[src/hdl/sacd_ram.sv]
// Generic single-clock memory with one write port and one registered read port.
// Standalone; holds the set rows of the cache directory.
`timescale 1ns / 1ps

module sacd_ram #(
  parameter int DEPTH = 128,
  parameter int WIDTH = 8
) (
  input  logic                     clk,
  input  logic                     wr_en,
  input  logic [$clog2(DEPTH)-1:0] wr_addr,
  input  logic [WIDTH-1:0]         wr_data,
  input  logic                     rd_en,
  input  logic [$clog2(DEPTH)-1:0] rd_addr,
  output logic [WIDTH-1:0]         rd_data
);

  logic [WIDTH-1:0] mem [DEPTH];
  logic [WIDTH-1:0] rd_data_r;

  always_ff @(posedge clk) begin
    if (wr_en) begin
      mem[wr_addr] <= wr_data;
    end
    if (rd_en) begin
      rd_data_r <= mem[rd_addr];
    end
  end

  assign rd_data = rd_data_r;

endmodule

[config.mk]
export PLATFORM = sky130hd
export DESIGN_NAME = sacd_ram
export DESIGN_NICKNAME = d
export VERILOG_FILES = /design/src/hdl/sacd_ram.sv
export SDC_FILE = /design/constraint.sdc
export NUM_CORES = 1
export LEC_CHECK = 0
export BUFFER_PORTS_ARGS = -buffer_cell sky130_fd_sc_hd__buf_2
export CAP_MARGIN = 10
export CORE_ASPECT_RATIO = 0.6
export CORE_UTILIZATION = 59
export CTS_BUF_LIST = sky130_fd_sc_hd__clkbuf_2
export CTS_CLUSTER_DIAMETER = 50
export DETAILED_ROUTE_END_ITERATION = 10
export PLACE_DENSITY = 0.85
export RECOVER_POWER = 100
export SLEW_MARGIN = 15
export SYNTH_ARGS = -nofsm -noshare
export SYNTH_HDL_FRONTEND = slang
export SYNTH_SLANG_ARGS = --single-unit
[constraint.sdc]
create_clock -name clk -period 2.99 [get_ports clk]
set_clock_uncertainty 0.05 [all_clocks]
set_input_delay 0.299 -clock clk [delete_from_list [all_inputs] [get_ports clk]]
set_output_delay 0.299 -clock clk [all_outputs]
set_load 0.05 [all_outputs]
==> impl_metrics.ini <==
[power]
combinational_share_of_power = 0.066
switching_share = 0.2436
cell_internal_pwr_mw = 19.50
p_switching_mw = 6.281
p_per_cell_area_nw_per_um2 = 583.1
worst_ir_drop_vdd_uv = 405.7
clockPowerShare = 0.312
p_leak_nw = 13.86
pwr-share-seq = 0.621

[die]
floorplan.die.width_microns = 337.1
boundaryPins = 33
floorplan.die_area_sq_um = 68440
floorplan.initialDensity = 0.5986
total_core_area_sq_um = 66400
die_h_microns = 203.0
row_count = 73

[critical_path]
cp-startpoint = wr_addr[6]
worst-r2r-setup-slack_ns = 0.25
cp_data_required_time_ns = 3.83
critical_path.reg2reg.endpoint = rd_data[7]$_DFFE_PP_
timing.critical_path.to = mem[78][3]$_DFFE_PP_
cp-start-kind = primary input
timing_worst_setup_path_type = in2reg
path_cells = dlygate4sd3_1 > clkbuf_1 > nor2b_1 > nand3_1 > dlygate4sd3_1 > nor3_1 > clkbuf_1
cp_slowest_stage_delay_ns = 0.74
ff2ff_path_depth = 4
timing.rr.start = mem[112][7]$_DFFE_PP_
critical-path-slowest-cell = dlygate4sd3_1
crit_fanout = 8
critical_path_arrival_ns = 3.79
setup.worst_path.end_class = flop

[global_route]
antenna_found_initial = 15
overflow = 0
groute.usage.overall = 0.3009
number_of_global_route_vias_before_repair = 20460
grt_max_degree = 102
grt_first_pass_wirelength_microns = 142600

[timing]
fin_worst_hold_slack_ns = 0.1876
maxClockFrequency_ghz = 0.3391
rsz_0062_raised_after_global_routing = false
tightest_slew_ns = 3.117
timing.final.crit_share = 0.9863
final_hold_viol_count = 0
final.min_clock_period_ns = 2.949
final-setup-viol-count = 0
finalMaxSlewViolations = 536
max_slew_margin = -1.078

[layout]
post_layout_nonfiller_instances = 3088
filler_cell_count = 4088
syn_to_final_growth_pct = 11.25
fin_area_sq_um = 44220
leading_cell_type_in_the_layout_fill_and_taps_excluded = edfxtp_1
layout-drive-gt1-share = 0.3420
layout.cells.most_common_list = edfxtp_1, mux4_2, clkbuf_2, clkbuf_1, nor2_1
nNetsFinal = 2061
final_util = 0.6659

[cts]
postCtsSetupBuffers = 0
ctsHoldBuffers = 35
cts_tree = yes
post_cts.resized_instances = 0
cts-buffers-inserted = 207
worstSkewPairLatency_ns = 1.32
h-tree-depth = 4
clockRootBuffer = clkbuf_2
cts_num_sinks = 1032
clkTransAtPathRegs_ns = 0.12
clk_path_buf_depth = 3

[place]
detailed_place.area_sq_um = 42630
portBuffers = 32
post-place-cells = 2690
globalplace.congestion = 0.8941
dpl.hpwl_microns = 62200

[run_status]
failed_checks = max-capacitance violations, max-slew violations
status = finished with violations

[detailed_routing]
vias_per_cell = 6.630
totalWireLength_microns = 99490
number_of_nets_still_failing_antenna_checks_after_routing = 0
wire_per_inst_microns = 32.22
detailroute.via_count = 20470
first_iter_violations = 3540
post-route-drc-count = 0
drt_first_pass_iters = 6

[hold_path]
worst_hold_path.num_cells = 5
hp-class = in2reg

[synthesis]
synth_warnings = 0
synth.net_count = 1660
post_synth.cell_area_avg_sq_um = 24.31
synthesis.area_sq_um = 39750
post_synth_num_cell_types = 16
synth.yosys.seq_area_share = 0.7797
synth-seq-cells = 1032
syn-instance-count = 1635

[job]
cap_violations = 8
-- registers in the layout, summed over array words and instances, names as in the netlist --
name	cells
mem	1024
rd_data	8
-- power groups by stage --
stage | registers, mW | logic (mW) | clock network [mW]
2_1_floorplan | 16.4 | 0.808 | 0
3_3_place_gp | 16.3 | 1.58 | 0
3_5_place_dp | 16.3 | 1.64 | 0
4_1_cts | 16.0 | 1.69 | 8.11
5_1_grt | 16.0 | 1.75 | 8.86
6_report | 16.0 | 1.70 | 8.05
-- worst min path at each step --
stage,from,to,slack [ns]
detailed placement,rd_en,rd_data[3]$_DFFE_PP_,0.69
global placement,rd_en,rd_data[1]$_DFFE_PP_,0.69
floorplan,wr_data[0],mem[0][0]$_DFFE_PP_,0.35
CTS,wr_data[0],mem[28][0]$_DFFE_PP_,0.008
global route,rd_addr[2],rd_data[3]$_DFFE_PP_,0.14
finish,rd_addr[0],rd_data[3]$_DFFE_PP_,0.19
-- cell families (layout without fill, tap and decap cells) --
| logic type | after synthesis | count (layout) | share of synthesized area |
|---|---|---|---|
| multiplexers | 344 | 344 | 0.1927 |
| other | 0 | 4 | 0 |
| AND/OR/NAND/NOR | 170 | 170 | 0.01753 |
| flip-flops | 1032 | 1032 | 0.7797 |
| buffers and inverters | 89 | 638 | 0.01011 |
-- metrics by stage --
stage               power [mW]  setup TNS [ns]  setup WS [ns]
floorplan                17.17               0        0.09087
global placement         17.90         -0.9415        -0.1701
detailed placement       17.98          -1.198        -0.1947
CTS                      25.80               0         0.3530
global route             26.63               0         0.1567
finish                   25.78               0        0.04083
-- synthesized netlist by cell type, drive strengths merged --
cell	n	area, sq um
edfxtp	1032	30990
nand2	14	52.55
mux2	8	90.09
mux4	336	7567
nand3	12	60.06
clkbuf	44	165.2
nor2	122	457.9
or3	1	6.260
nor2b	7	43.79
nand4	3	18.77
nand2b	2	12.51
buf	45	236.5
nor3	9	45.04
-- critical path, delay by kind of cell --
kind	cells	cell delay, ns
buf+inv	4	2.43
simple gates	3	1.04
-- layout make-up --
type,count,area (sq um),share of cell area
Antenna cell,4,10.01,0.0002264
Timing Repair Buffer,281,1949,0.04409
Tap cell,900,1126,0.02547
Clock buffer,297,1486,0.03362
Sequential cell,1032,30990,0.7009
Clock inverter,60,300.3,0.006791
Multi-Input combinational cell,514,8354,0.1889
-- per-layer routing --
metal | vias up | GRT usage | share of wire
li1 | 7936 | - | -
met1 | 10420 | 0.4463 | 0.36
met2 | 1870 | 0.4277 | 0.44
met3 | 237 | 0.1117 | 0.17
met4 | 12 | 0.08052 | 0.028
met5 | - | 0 | 0.0010
Power figures use the tool's default switching activity.
