--- src/hdl/sacd_pkg.sv ---
// Shared types and geometry constants of the set-associative cache directory.
// Used by every module of the block but sacd_ram; it depends on nothing else.
`timescale 1ns / 1ps

package sacd_pkg;

  localparam int SET_COUNT    = 128;
  localparam int WAY_COUNT    = 8;
  localparam int LINE_BYTES   = 64;
  localparam int ADDRESS_BITS = 27;

  localparam int OFFSET_BITS = $clog2(LINE_BYTES);
  localparam int SET_BITS    = $clog2(SET_COUNT);
  localparam int WAY_BITS    = (WAY_COUNT > 1) ? $clog2(WAY_COUNT) : 1;
  localparam int LINE_BITS   = ADDRESS_BITS - OFFSET_BITS;
  localparam int TAG_BITS    = LINE_BITS - SET_BITS;
  // Offset plus length never reaches twice the line size.
  localparam int SUM_BITS    = OFFSET_BITS + 1;

  // Fixed field widths of the result item.
  localparam int WAY_FIELD_BITS  = 3;
  localparam int LINE_FIELD_BITS = 21;

  typedef logic [TAG_BITS-1:0]  tag_t;
  typedef logic [WAY_BITS-1:0]  way_idx_t;
  typedef logic [SET_BITS-1:0]  set_idx_t;
  typedef logic [LINE_BITS-1:0] line_t;

  typedef enum logic {
    CMD_READ  = 1'b0,
    CMD_WRITE = 1'b1
  } cmd_t;

  // One memory row holds the whole set.
  typedef struct packed {
    logic [WAY_COUNT-1:0] valid;
    tag_t [WAY_COUNT-1:0] tags;
  } set_row_t;

  typedef struct packed {
    logic                    hit;
    way_idx_t                chosen;
    logic                    fill;
    logic                    advance;
  } sel_t;

  typedef struct packed {
    logic                    command;
    logic [ADDRESS_BITS-1:0] byte_address;
    logic [2:0]              access_length;
  } in_item_t;

  typedef struct packed {
    logic                       hit;
    logic [WAY_FIELD_BITS-1:0]  way;
    logic                       fill_needed;
    logic                       forward_write;
    logic [LINE_FIELD_BITS-1:0] line_number;
    logic                       last;
  } out_item_t;

endpackage

--- src/hdl/sacd_way_sel.sv ---
// Tag compare and way choice for one set row of the cache directory.
// Depends on sacd_pkg for the row layout and the selection struct.
`timescale 1ns / 1ps

module sacd_way_sel (
  input  sacd_pkg::set_row_t row,
  input  sacd_pkg::tag_t     tag,
  input  logic               is_write,
  input  sacd_pkg::way_idx_t victim,
  output sacd_pkg::sel_t     sel
);

  logic               hit;
  logic               free;
  sacd_pkg::way_idx_t hit_way;
  sacd_pkg::way_idx_t free_way;

  // Lowest-numbered matching way and lowest-numbered invalid way.
  always_comb begin
    hit      = 1'b0;
    free     = 1'b0;
    hit_way  = '0;
    free_way = '0;
    for (int w = 0; w < sacd_pkg::WAY_COUNT; w++) begin
      if (row.valid[w]) begin
        if (!hit && row.tags[w] == tag) begin
          hit     = 1'b1;
          hit_way = sacd_pkg::WAY_BITS'(w);
        end
      end else if (!free) begin
        free     = 1'b1;
        free_way = sacd_pkg::WAY_BITS'(w);
      end
    end
  end

  always_comb begin
    sel.hit     = hit;
    sel.fill    = !hit && !is_write;
    sel.advance = !hit && !is_write && !free;
    priority if (hit) begin
      sel.chosen = hit_way;
    end else if (is_write) begin
      sel.chosen = '0;
    end else if (free) begin
      sel.chosen = free_way;
    end else begin
      sel.chosen = victim;
    end
  end

endmodule

--- config.mk ---
export PLATFORM = sky130hd
export DESIGN_NAME = sacd_way_sel
export DESIGN_NICKNAME = d
export VERILOG_FILES = /design/src/hdl/sacd_pkg.sv /design/src/hdl/sacd_way_sel.sv
export SDC_FILE = /design/constraint.sdc
export NUM_CORES = 1
export LEC_CHECK = 0
export BUFFER_PORTS_ARGS = -buffer_cell sky130_fd_sc_hd__buf_4
export CELL_PAD_IN_SITES_DETAIL_PLACEMENT = 2
export CELL_PAD_IN_SITES_GLOBAL_PLACEMENT = 2
export CORE_UTILIZATION = 21
export DETAILED_ROUTE_END_ITERATION = 10
export GPL_ROUTABILITY_DRIVEN = 0
export PLACE_DENSITY_LB_ADDON = 0.1
export SLEW_MARGIN = 20
export SYNTH_ARGS = -nofsm -noshare
export SYNTH_HDL_FRONTEND = slang
export SYNTH_SLANG_ARGS = --single-unit
export TNS_END_PERCENT = 10
--- constraint.sdc ---
create_clock -name vclk -period 2.3
set_input_delay 0.115 -clock vclk [all_inputs]
set_output_delay 0.115 -clock vclk [all_outputs]
set_load 0.005 [all_outputs]
==> impl_metrics.toml <==
[global_route]
use_met3_pct = 3.43
grt_max_degree = 9
track_usage_pct = 17.4
grt_use_met1_pct = 19.9
grt_use_met2_pct = 34.4
grt_overflow = 0
top_usage_layer = "met2"
grt_pass1_wl_um = 11300
grt_pass1_vias = 2146
antenna_found_initial = 0

[synthesis]
ys_warn_count = 0
synth_area_per_cell_um2 = 8.42
ys_top_cells_by_count = "107 x xnor2_1, 24 x nand4_1, 14 x buf_6"
synth_most_common_cell = "xnor2_1"
synth_area_leaders = "xnor2_1 56%, buf_6 9.5%, nand4_1 9.0%, xnor2_2 4.9%, nor4_2 3.0%"
yosysSeqAreaShare_pct = 0
synthesis.area_um2 = 1670
synth_top_area_cell = "xnor2_1"
synth_nets = 336
ys_types = 28
synth.top_cell.area_share_pct = 56.2
synthCells = 198

[route]
drt_pass1_iterations = 3
via_per_inst = 4.43
wire_per_inst_um = 17.2
via_count = 1910
wirelength_um = 7400
route.detailed.drc = 0
drtIter0Drc = 10
antenna_left = 0

[finish]
fin_cells = 431
seqCellArea_um2 = 0
design.seq.count = 0
drive_gt1_share_pct = 48.9
n_antenna_cell = 0
nets = 469
area_growth_pct = 63.5
nClkBuffers = 0
final_area_um2 = 2730

[floorplanning]
start_util_pct = 21.7
io_pins = 144
die_area_um2 = 8300
die_h_um = 91.1
core_area_um2 = 7690
die_w_um = 91.1
rows = 32

[run_status]
status = "finished, final reports clean"

[min_path]
hold_depth = 3
hp-class = "in -> out"

[place]
placed_cells = 431
dp_slack_ns = 0.180
hpwl_um = 6800
place_area_um2 = 2730
portBuffers = 144

[setup_path]
crit_fanout = 8
crit_family = "simple AND/OR/NAND/NOR gates"
critPathKind = "in -> out"
crit_slowest_cell = "nor4_2"
path_buf_inv = 2
endpoint = "sel[4]"
start_kind = "input port"
cp-startpoint = "tag[6]"
slowest_delay_ns = 0.54
cp-end-kind = "output pin"
worst-endpoint-arrival_ns = 1.96
crit_cells = 8
path_cells = "buf_4 > xnor2_1 > nand3_1 > nor4_2 > nor4_4 > nand3_1 > mux2_2 > buf_4"
worstPathRequired_ns = 2.18

[timing]
slew_headroom_pct = 65.9
finalCriticalPeriod_ns = 2.08
rsz0062_at_grt = "false"
final-hold-violation-count = 0
setup_ws_ns = 0.224
drv_slew = 0
tightestPinTransition_ns = 0.507
fmax_ghz = 0.482
tns_ns = 0
fin_crit_sh_pct = 90.3
setup-violations-final = 0

[power_and_ir_drop]
p_sw_uw = 200
combPwrFrac_pct = 100.0
seq_power_share_pct = 0
power_density_nw_per_um2 = 184
p_int_uw = 303
clockPowerShare_pct = 0
power.leakage_nw = 1.07
power_uw = 502
ir_worst_vdd_uv = 69.3
p_sw_share_pct = 39.8

[clocking]
ctsHoldBuffers = 0
cts_setup_buffers = 0
cts_resized = 0

[flow_run]
cap_violations = 0
[tightest hold or removal path, cell delays in order]
cell	delay [ns]
buf_4	0.09
nor2_1	0.04
buf_4	0.13
[cells by family after synthesis]
logic type / synth area share [%]
XOR/XNOR: 61.1
AO/OA/AOI/OAI: 4.05
AND/OR/NAND/NOR: 23.5
buffers and inverters: 10.1
multiplexers: 1.28
[placed cells by master, fill, tap and decap left out, types with 2 or more instances in the layout]
cell,Yosys,routed
xnor2_2,5,5
nor2b_1,2,2
or4_1,2,2
nand2b_1,2,2
nor2_1,4,4
nor4_2,4,4
nor4_1,5,5
buf_4,1,146
o211ai_1,2,2
nor3_1,2,2
xnor2_1,107,107
nand2_1,3,3
nand4_1,24,24
nand3_1,8,8
[per-layer routing]
metal / share of wire [%] / wire length [µm]
met1: 40 / 2980
met2: 52 / 3880
met3: 6.7 / 499
met4: 0.65 / 48
met5: 0 / 0
[layout make-up]
type	count	area, µm²
timing repair buffer	146	1100
inverter	1	3.75
tap	102	128
multi-input combinational	182	1500
fill	935	4960
[through the flow]
stage | hold WS, ns | utilization, %
after floorplan | 0.261 | -
after global placement | 0.486 | 35.5
after detailed placement | 0.483 | 35.5
after CTS | 0.483 | 35.5
after global routing | 0.495 | 35.5
final | 0.480 | 35.5
[how the worst min path moves through the flow]
stage	to	from	slack [ns]
5_1_grt	sel[1]	is_write	0.50
4_1_cts	sel[1]	is_write	0.48
6_report	sel[1]	is_write	0.48
3_3_place_gp	sel[1]	is_write	0.49
2_1_floorplan	sel[1]	is_write	0.26
3_5_place_dp	sel[1]	is_write	0.48
[power by group through the flow]
stage / combinational [mW] / clock, mW / sequential [mW]
finish: 0.502 / 0 / 0
global route: 0.544 / 0 / 0
CTS: 0.514 / 0 / 0
detailed placement: 0.512 / 0 / 0
global placement: 0.502 / 0 / 0
floorplan: 0.271 / 0 / 0
Note: power is estimated with default switching activity, not from simulation.
